File: config.mk
export PLATFORM = sky130hd
export DESIGN_NAME = sign_magnitude_restoring_divider
export DESIGN_NICKNAME = d
export VERILOG_FILES = /design/src/smdiv_pkg.sv /design/src/smdiv_datapath.sv /design/src/smdiv_ctrl.sv /design/src/sign_magnitude_restoring_divider.sv
export SDC_FILE = /design/constraint.sdc
export NUM_CORES = 1
export LEC_CHECK = 0
export BUFFER_PORTS_ARGS = -buffer_cell sky130_fd_sc_hd__buf_2
export CAP_MARGIN = 20
export CELL_PAD_IN_SITES_DETAIL_PLACEMENT = 0
export CELL_PAD_IN_SITES_GLOBAL_PLACEMENT = 1
export CORE_MARGIN = 8
export CORE_UTILIZATION = 30
export DETAILED_ROUTE_END_ITERATION = 6
export HOLD_SLACK_MARGIN = 0.02
export PLACE_DENSITY_LB_ADDON = 0.1
export SYNTH_ARGS = -nofsm -noshare
export SYNTH_HDL_FRONTEND = slang
export SYNTH_SLANG_ARGS = --single-unit
File: constraint.sdc
create_clock -name clk -period 12 [get_ports clk]
set_clock_uncertainty 0.15 [all_clocks]
set_input_delay 0 -clock clk [delete_from_list [all_inputs] [get_ports clk]]
set_output_delay 0 -clock clk [all_outputs]
set_load 0.02 [all_outputs]
File: src/smdiv_pkg.sv
// shared constants, types and field layout of the sign-magnitude divider
`default_nettype none

package smdiv_pkg;

  // magnitude and field widths
  localparam int MAG_W = 96;
  localparam int LO_W  = 64;
  localparam int HI_W  = MAG_W - LO_W;
  localparam int CNT_W = $clog2(MAG_W);

  // stream payload widths, padded to whole bytes
  localparam int IN_BITS     = 2 * MAG_W + 2;
  localparam int IN_TDATA_W  = ((IN_BITS + 7) / 8) * 8;
  localparam int OUT_BITS    = 2 * MAG_W + 1;
  localparam int OUT_TDATA_W = ((OUT_BITS + 7) / 8) * 8;
  localparam int OUT_PAD_W   = OUT_TDATA_W - OUT_BITS;

  // sequencer states
  typedef enum logic [1:0] {
    ST_IDLE,
    ST_RUN,
    ST_HOLD
  } smdiv_state_t;

  // strobes from sequencer to datapath
  typedef struct packed {
    logic load;
    logic step;
    logic emit;
  } smdiv_ctl_t;

endpackage

`default_nettype wire

File: src/smdiv_datapath.sv
// shift-register datapath: one restoring quotient bit per step
`default_nettype none

module smdiv_datapath
  import smdiv_pkg::*;
(
  input  wire logic             clk,
  input  wire smdiv_ctl_t       ctl,
  input  wire logic [MAG_W-1:0] dividend,
  input  wire logic             dividend_negative,
  input  wire logic [MAG_W-1:0] divisor,
  input  wire logic             divisor_negative,
  output logic      [MAG_W-1:0] quotient,
  output logic                  quotient_negative,
  output logic      [MAG_W-1:0] remainder,
  output logic                  divide_by_zero
);

  logic [MAG_W-1:0] a_r, a_nxt;
  logic [MAG_W-1:0] rem_r, rem_nxt;
  logic [MAG_W-1:0] div_r;
  logic             sign_r;
  logic             dbz_r;
  logic [MAG_W-1:0] q_out_r;
  logic [MAG_W-1:0] r_out_r;
  logic             s_out_r;
  logic             z_out_r;

  logic [MAG_W:0]   shifted;
  logic [MAG_W+1:0] diff;
  logic             q_bit;

  // trial subtract of the divisor from the shifted partial remainder
  always_comb begin
    shifted = {rem_r, a_r[MAG_W-1]};
    diff    = {1'b0, shifted} - {2'b00, div_r};
    q_bit   = ~diff[MAG_W+1];
    rem_nxt = q_bit ? diff[MAG_W-1:0] : shifted[MAG_W-1:0];
    a_nxt   = {a_r[MAG_W-2:0], q_bit};
  end

  // dividend bits leave at the top, quotient bits enter at the bottom
  always_ff @(posedge clk) begin
    if (ctl.load) begin
      a_r    <= dividend;
      rem_r  <= '0;
      div_r  <= divisor;
      sign_r <= dividend_negative ^ divisor_negative;
      dbz_r  <= (divisor == '0);
    end else if (ctl.step) begin
      a_r   <= a_nxt;
      rem_r <= rem_nxt;
    end
  end

  // output register, zeroed on divide by zero
  always_ff @(posedge clk) begin
    if (ctl.emit) begin
      q_out_r <= dbz_r ? '0 : a_r;
      r_out_r <= dbz_r ? '0 : rem_r;
      s_out_r <= dbz_r ? 1'b0 : sign_r;
      z_out_r <= dbz_r;
    end
  end

  assign quotient          = q_out_r;
  assign remainder         = r_out_r;
  assign quotient_negative = s_out_r;
  assign divide_by_zero    = z_out_r;

endmodule

`default_nettype wire

File: src/smdiv_ctrl.sv
// sequencer: step counter, handshakes and output valid
`default_nettype none

module smdiv_ctrl
  import smdiv_pkg::*;
(
  input  wire logic  clk,
  input  wire logic  rst_n,
  input  wire logic  in_valid,
  output logic       in_ready,
  output logic       out_valid,
  input  wire logic  out_ready,
  output smdiv_ctl_t ctl
);

  smdiv_state_t     state_r, state_nxt;
  logic [CNT_W-1:0] cnt_r, cnt_nxt;
  logic             ovld_r, ovld_nxt;
  logic             last_step;

  assign last_step = (cnt_r == CNT_W'(MAG_W - 1));

  // state, counter and output valid registers
  always_ff @(posedge clk) begin
    if (!rst_n) begin
      state_r <= ST_IDLE;
      cnt_r   <= '0;
      ovld_r  <= 1'b0;
    end else begin
      state_r <= state_nxt;
      cnt_r   <= cnt_nxt;
      ovld_r  <= ovld_nxt;
    end
  end

  // next state and strobes
  always_comb begin
    state_nxt = state_r;
    cnt_nxt   = cnt_r;
    ovld_nxt  = ovld_r;
    ctl       = '0;
    in_ready  = 1'b0;
    if (ovld_r && out_ready) begin
      ovld_nxt = 1'b0;
    end
    unique case (state_r)
      ST_IDLE: begin
        // no transaction is taken while reset is held
        in_ready = rst_n;
        if (in_valid && rst_n) begin
          ctl.load  = 1'b1;
          cnt_nxt   = '0;
          state_nxt = ST_RUN;
        end
      end
      ST_RUN: begin
        ctl.step = 1'b1;
        cnt_nxt  = cnt_r + CNT_W'(1);
        if (last_step) begin
          state_nxt = ST_HOLD;
        end
      end
      ST_HOLD: begin
        // wait for the output register to free up
        if (!ovld_r || out_ready) begin
          ctl.emit  = 1'b1;
          ovld_nxt  = 1'b1;
          state_nxt = ST_IDLE;
        end
      end
      default: begin
        state_nxt = ST_IDLE;
      end
    endcase
  end

  assign out_valid = ovld_r;

endmodule

`default_nettype wire

File: src/sign_magnitude_restoring_divider.sv
// sequence: load the transaction, 96 restoring steps, load the output register, result valid
// the single shared 97-bit subtractor produces one quotient bit per cycle; a new transaction
// is taken only in idle, and a waiting result does not block that accept
// reset: synchronous active-low rst_n clears the sequencer and the output valid
// top level of the sign-magnitude restoring divider
`default_nettype none

module sign_magnitude_restoring_divider
  import smdiv_pkg::*;
(
  input  wire logic                   clk,
  input  wire logic                   rst_n,
  input  wire logic                   in_tvalid,
  output logic                        in_tready,
  // dividend_low, dividend_high, dividend_negative, divisor_low, divisor_high,
  // divisor_negative, zero pad
  input  wire logic [IN_TDATA_W-1:0]  in_tdata,
  output logic                        out_tvalid,
  input  wire logic                   out_tready,
  // quotient_low, quotient_high, quotient_negative, remainder_low, remainder_high, zero pad
  output logic      [OUT_TDATA_W-1:0] out_tdata,
  // divide_by_zero
  output logic      [0:0]             out_tuser
);

  smdiv_ctl_t       ctl;
  logic [MAG_W-1:0] quotient;
  logic [MAG_W-1:0] remainder;
  logic             quotient_negative;
  logic             divide_by_zero;

  smdiv_ctrl u_ctrl (
    .clk       (clk),
    .rst_n     (rst_n),
    .in_valid  (in_tvalid),
    .in_ready  (in_tready),
    .out_valid (out_tvalid),
    .out_ready (out_tready),
    .ctl       (ctl)
  );

  smdiv_datapath u_dp (
    .clk               (clk),
    .ctl               (ctl),
    .dividend          (in_tdata[MAG_W-1:0]),
    .dividend_negative (in_tdata[MAG_W]),
    .divisor           (in_tdata[2*MAG_W:MAG_W+1]),
    .divisor_negative  (in_tdata[2*MAG_W+1]),
    .quotient          (quotient),
    .quotient_negative (quotient_negative),
    .remainder         (remainder),
    .divide_by_zero    (divide_by_zero)
  );

  // result packing
  assign out_tdata = {{OUT_PAD_W{1'b0}}, remainder, quotient_negative, quotient};
  assign out_tuser = divide_by_zero;

endmodule

`default_nettype wire

==> impl_metrics.env, run 1 <==
export IMPL_startpoint_type="register"
export IMPL_pwr_share_seq_pct=35.2
export IMPL_antenna_found_initial=12
export IMPL_critPathArrivalTime_ns=5.16
export IMPL_synth_cell_type_count=74
export IMPL_rsz0062_at_grt="no"
export IMPL_fin_cells=4276
export IMPL_drc=0
export IMPL_vias=20700
export IMPL_cts_root_buffer="clkbuf_16"
export IMPL_tightest_slew_ns=1.17
export IMPL_synthToLayoutAreaGrowth_pct=31.9
export IMPL_worstPathMaxFanout=4
export IMPL_min_path_type="primary input to register"
export IMPL_finalSetupViolCount=0
export IMPL_ioPinCount=407
export IMPL_post_route_util_pct=39.7
export IMPL_fp_coreArea_mm2=0.0832
export IMPL_clk_latency_ns=0.62
export IMPL_grt_pass1_wl_mm=132
export IMPL_p_comb_share_pct=37.2
export IMPL_slew_headroom_pct=21.8
export IMPL_yosysSeqAreaShare_pct=55.1
export IMPL_p_sw_share_pct=37.1
export IMPL_hold_path_depth=4
export IMPL_n_antenna_cell=0
export IMPL_period_needed_ns=4.78
export IMPL_max_freq_ghz=0.209
export IMPL_async_reset_ff_share_pct=0
export IMPL_post_cts_setup_buffers=0
export IMPL_rrSetupSlack_ns=7.22
export IMPL_required_ns=12.38
export IMPL_hold_viol=0
export IMPL_dpl_cell_count=3863
export IMPL_grt_overflow=0
export IMPL_layout_drive_gt1_share_pct=16.6
export IMPL_synth_edf_count=388
export IMPL_ys_top_cells_by_area="edfxtp_1 47%, dfxtp_1 8.5%, nand2_1 7.3%"
export IMPL_ant_nets=0
export IMPL_drt_total_wl_mm=86.1
export IMPL_cts_htree_levels=2
export IMPL_regToRegStartpoint="u_dp.a_r[95]"
export IMPL_cts_tree="done"
export IMPL_endpoint_kind="register"
export IMPL_crit_path_start="u_dp.a_r[95]"
export IMPL_post_cts_resized=0
export IMPL_synth_top_area_share_pct=46.6
export IMPL_cts_buffer_depth=3
export IMPL_final_cell_mix="483 x nand2_1, 393 x buf_2, 388 x edfxtp_1"
export IMPL_hold_start="in_tdata[24]"
export IMPL_path_class="register to register"
export IMPL_port_buffer_count=393
export IMPL_rows=106
export IMPL_synth_area_leader_cell="edfxtp_1"
export IMPL_drv_slew=0
export IMPL_chipHeight_um=305
export IMPL_grt_max_degree=160
export IMPL_grt_usage_pct=17.9
export IMPL_clk_pin_slew_ns=0.06
export IMPL_final_common_cell="nand2_1"
export IMPL_hpwl_mm=61.4
export IMPL_clockPowerShare_pct=27.7
export IMPL_post_drt_wl_per_cell_um=20.1
export IMPL_period_share_pct=39.9
export IMPL_fin_tns_setup_ns=0
export IMPL_gp_congestion=0.881
export IMPL_ys_ff_latch=494
export IMPL_start_util_pct=30.1
export IMPL_yosysWarnings=0
export IMPL_status="finished clean"
export IMPL_syn_mean_instance_area_um2=9.97
export IMPL_synthFlopType="edfxtp_1"
export IMPL_grt_pass1_vias=21600
export IMPL_fin_nets=3452
export IMPL_p_leak_nw=13.4
export IMPL_drv_cap=0
export IMPL_fp_dieW_um=305
export IMPL_power_density_mw_per_mm2=199
export IMPL_vias_per_cell=4.83
export IMPL_dieArea_mm2=0.0929
export IMPL_fillers=8336
export IMPL_syn_inst=2509
export IMPL_numCtsBuffers=56
export IMPL_p_switching_mw=2.44
export IMPL_dr_pass1_iters=5
export IMPL_first_iter_violations=1108
export IMPL_intPower_mw=4.14
export IMPL_clock_sinks=494
export IMPL_reg2regPathDepth=15
export IMPL_ir_drop_uv=102
export IMPL_synth_area_mm2=0.0250
repair_timing:
| action | in CTS | in global routing |
|---|---|---|
| setup endpoints to repair | 0 | 0 |
| endpoints found under the hold margin | 204 | 0 |
| hold buffers | 308 | 0 |
registers in the layout, summed over array words and instances, names as in the netlist:
signal                  cells
u_dp.a_r                   96
u_dp.div_r                 96
u_dp.quotient              96
u_dp.rem_r                 96
u_dp.remainder             96
u_ctrl.cnt_r                7
u_ctrl.state_r              2
u_ctrl.out_valid            1
u_dp.dbz_r                  1
u_dp.divide_by_zero         1
u_dp.quotient_negative      1
u_dp.sign_r                 1
worst paths after layout:
kind | end
setup reg to reg | u_dp.rem_r[66]
hold reg to reg | u_ctrl.cnt_r[3]
hold / removal | u_dp.a_r[24]
setup / recovery | u_dp.rem_r[66]
final cells by class:
class,instances,area (um^2),share of cell area (%)
multi-input combinational,1753,10200,31.0
sequential,494,13800,41.7
timing repair buffer,720,5230,15.8
clock buffer,61,1440,4.37
inverter,125,479,1.45
tap,1080,1350,4.10
clock inverter,43,512,1.55
worst max-delay path, stage by stage, from the launching register on:
cell and delay [ns]:
edfxtp_1 0.40, inv_1 0.11, ha_1 0.17, inv_1 0.06
fa_1 0.40, a21oi_1 0.31, o211ai_1 0.22, a31oi_1 0.21
o21ai_0 0.33, a211oi_1 0.64, o21ai_0 0.40, a221o_1 0.51
a21oi_1 0.41, o211ai_1 0.13, o31a_1 0.13, o21ai_0 0.12
metrics by stage:
stage	setup slack, ns	power (mW)	area, um^2	hold WS, ns
2_1_floorplan	2.03	4.03	25000	-0.0511
3_3_place_gp	7.19	4.72	27900	0.0447
3_5_place_dp	7.24	4.71	27900	0.0451
4_1_cts	7.17	6.66	33000	0.0201
5_1_grt	6.90	7.02	33000	0.0359
6_report	7.22	6.58	33000	0.0563
power by group through the flow:
| stage | Clock, mW | Sequential (mW) | Combinational, mW |
|---|---|---|---|
| after floorplan | 0 | 2.27 | 1.76 |
| after global placement | 0 | 2.35 | 2.37 |
| final | 1.82 | 2.31 | 2.45 |
| after global routing | 1.94 | 2.34 | 2.74 |
| after detailed placement | 0 | 2.35 | 2.36 |
| after CTS | 1.88 | 2.31 | 2.47 |
per-layer routing:
metal  vias up  routed length (um)  global-route usage, %
li1      10100                   -                      -
met5         -                  89                      0
met4        14                1870                   3.99
met3       109                4460                   3.97
met2       453               39300                   29.5
met1      9956               40300                   23.9
cells in the mapped netlist, types with 12 or more instances:
master	count
xor2_1	45
buf_2	16
a21oi_1	196
clkbuf_1	106
ha_1	97
xnor2_1	41
nor2b_1	204
o21bai_1	19
nand4_1	53
a31oi_1	12
nand2_1	484
nor3_1	17
o21ai_0	175
a22oi_1	17
edfxtp_1	388
nor2_1	120
nor4_1	32
inv_1	124
dfxtp_1	106
a21o_1	39
buf_4	19
a211oi_1	16
mux2i_1	15
nand3_1	23
cells by family (layout without fill, tap and decap cells):
group | count (synthesis) | count (layout) | synth area share (%)
AOI/OAI and AO/OA | 564 | 564 | 13.5
xor gates and xnor gates | 86 | 86 | 3.01
adders and majority gates | 98 | 98 | 4.93
buffers and inverters | 268 | 949 | 4.39
DFF | 494 | 494 | 55.1
muxes | 18 | 18 | 0.735
other | 1 | 7 | 0.0150
and+or+nand+nor | 980 | 980 | 18.4
Power figures use the tool's default switching activity.
==> inputs of run 2 (changes only) <==
==> constraint.sdc (replaced) <==
create_clock -name clk -period 4.96 [get_ports clk]
set_clock_uncertainty 0.15 [all_clocks]
set_input_delay 0 -clock clk [delete_from_list [all_inputs] [get_ports clk]]
set_output_delay 0 -clock clk [all_outputs]
set_load 0.02 [all_outputs]
==> impl_metrics.env, run 2 (synthesis results as in run 1) <==
export IMPL_status="finished clean"
export IMPL_layout_drive_gt1_share_pct=17.2
export IMPL_power_density_mw_per_mm2=490
export IMPL_vias=20700
export IMPL_max_freq_ghz=0.229
export IMPL_fp_dieW_um=305
export IMPL_post_cts_resized=0
export IMPL_fin_tns_setup_ns=0
export IMPL_startpoint_type="register"
export IMPL_regToRegStartpoint="u_dp.a_r[95]"
export IMPL_grtUsageMet3_pct=4.48
export IMPL_min_path_type="primary input to register"
export IMPL_hpwl_mm=62.8
export IMPL_finalSetupViolCount=0
export IMPL_worstPathMaxFanout=4
export IMPL_grt_usage_pct=18.1
export IMPL_post_cts_setup_buffers=0
export IMPL_clk_pin_slew_ns=0.06
export IMPL_p_comb_share_pct=36.9
export IMPL_gp_congestion=0.834
export IMPL_fin_area_mm2=0.0332
export IMPL_setup_slack_ns=0.591
export IMPL_post_dp_cell_area_mm2=0.0281
export IMPL_post_drt_wl_per_cell_um=20.2
export IMPL_period_share_pct=88.1
export IMPL_fp_coreArea_mm2=0.0832
export IMPL_hold_path_depth=4
export IMPL_vias_per_cell=4.82
export IMPL_grt_overflow=0
export IMPL_worstHoldEndpoint="u_dp.a_r[35]"
export IMPL_hold_start="in_tdata[35]"
export IMPL_port_buffer_count=393
export IMPL_cts_tree="done"
export IMPL_start_util_pct=30.1
export IMPL_final_common_cell="nand2_1"
export IMPL_dieArea_mm2=0.0929
export IMPL_rsz0062_at_grt="no"
export IMPL_antenna_found_initial=13
export IMPL_chipHeight_um=305
export IMPL_drt_total_wl_mm=87.0
export IMPL_rrSetupSlack_ns=0.59
export IMPL_fin_cells=4298
export IMPL_slew_headroom_pct=21.7
export IMPL_cts_root_buffer="clkbuf_16"
export IMPL_p_sw_share_pct=36.5
export IMPL_grt_pass1_wl_mm=133
export IMPL_path_class="register to register"
export IMPL_critPathArrivalTime_ns=4.75
export IMPL_drv_cap=0
export IMPL_synthToLayoutAreaGrowth_pct=32.9
export IMPL_fin_nets=3467
export IMPL_crit_path_start="u_dp.a_r[95]"
export IMPL_cts_buffer_depth=3
export IMPL_grt_busiest_layer="met2"
export IMPL_p_leak_nw=13.6
export IMPL_final_cell_mix="483 x nand2_1, 393 x buf_2, 388 x edfxtp_1"
export IMPL_reg2regPathDepth=17
export IMPL_clock_sinks=494
export IMPL_dr_pass1_iters=5
export IMPL_reg2reg_to="u_dp.rem_r[66]"
export IMPL_clockPowerShare_pct=28.7
export IMPL_intPower_mw=10.3
export IMPL_grtUsageMet2_pct=29.9
export IMPL_ioPinCount=407
export IMPL_dp_slack_ns=0.575
export IMPL_rows=106
export IMPL_p_switching_mw=5.95
export IMPL_drc=0
export IMPL_hold_buffers=308
export IMPL_dpl_cell_count=3878
export IMPL_finalPower_mw=16.3
export IMPL_ant_nets=0
export IMPL_period_needed_ns=4.37
export IMPL_hold_viol=0
export IMPL_grt_pass1_vias=21700
export IMPL_numCtsBuffers=57
export IMPL_endpoint_kind="register"
export IMPL_first_iter_violations=1031
export IMPL_use_met1_pct=23.7
export IMPL_fillers=8311
export IMPL_drv_slew=0
export IMPL_tightest_slew_ns=1.16
export IMPL_required_ns=5.34
export IMPL_pwr_share_seq_pct=34.4
export IMPL_cts_htree_levels=2
export IMPL_ir_drop_uv=225
export IMPL_grt_max_degree=121
export IMPL_clk_latency_ns=0.61
## run 2: changes by cell type in the layout (fill, tap and decap cells not counted), moves of 2 or more
| cell | change |
|---|---|
| clkinvlp_4 | -2 |
| clkinv_2 | +6 |
| buf_12 | +2 |
| clkinv_1 | -7 |
| bufinv_16 | +3 |
| clkinv_4 | -5 |
| clkbuf_8 | +5 |
| diode_2 | +5 |
| buf_4 | +13 |
## run 2: power by group through the flow
stage	Sequential [mW]	Clock, mW	Combinational (mW)
2_1_floorplan	5.49	0	4.27
3_3_place_gp	5.68	0	5.83
3_5_place_dp	5.69	0	5.82
4_1_cts	5.61	4.83	6.05
5_1_grt	5.68	4.96	6.73
6_report	5.61	4.68	6.00
## run 2: critical path, cell delays in order (launching register included)
cell and delay [ns]:
edfxtp_1 0.41, inv_1 0.10, ha_1 0.16, inv_1 0.06
fa_1 0.40, a21oi_1 0.28, o211ai_1 0.19, a31oi_1 0.19
o21ai_0 0.33, a211oi_1 0.38, buf_4 0.19, o21ai_0 0.09
buf_4 0.16, a221o_1 0.41, a21oi_1 0.38, o211ai_1 0.13
o31a_1 0.13, o21ai_0 0.14
## run 2: how the worst max path moves through the flow
stage | slack, ns | end
after floorplan | 0.05 | u_dp.dbz_r
after CTS | 0.54 | u_dp.rem_r[66]
after detailed placement | 0.58 | u_dp.rem_r[66]
after global placement | 0.60 | u_dp.rem_r[66]
after global routing | 0.26 | u_dp.rem_r[66]
final | 0.59 | u_dp.rem_r[66]
## run 2: through the flow
stage               util [%]  hold slack, ns
global placement        33.8          0.0448
CTS                     40.0          0.0201
floorplan                  -         -0.0511
detailed placement      33.8          0.0449
finish                  40.0          0.0552
global route            40.0          0.0456
## run 2: cell type report
type	instances	area, um^2	area share (%)
antenna	5	12.5	0.0376
clock buffer	68	1540	4.63
clock inverter	39	546	1.64
inverter	125	479	1.44
multi-input combinational	1753	10200	30.7
sequential	494	13800	41.4
tap	1080	1350	4.06
timing repair buffer	734	5340	16.0
## run 2: per-layer routing
layer  up-vias  routed length [um]
met1      9904               39600
li1      10200                   -
met2       519               39900
met3       103                5230
met5         -                  62
met4        12                2140
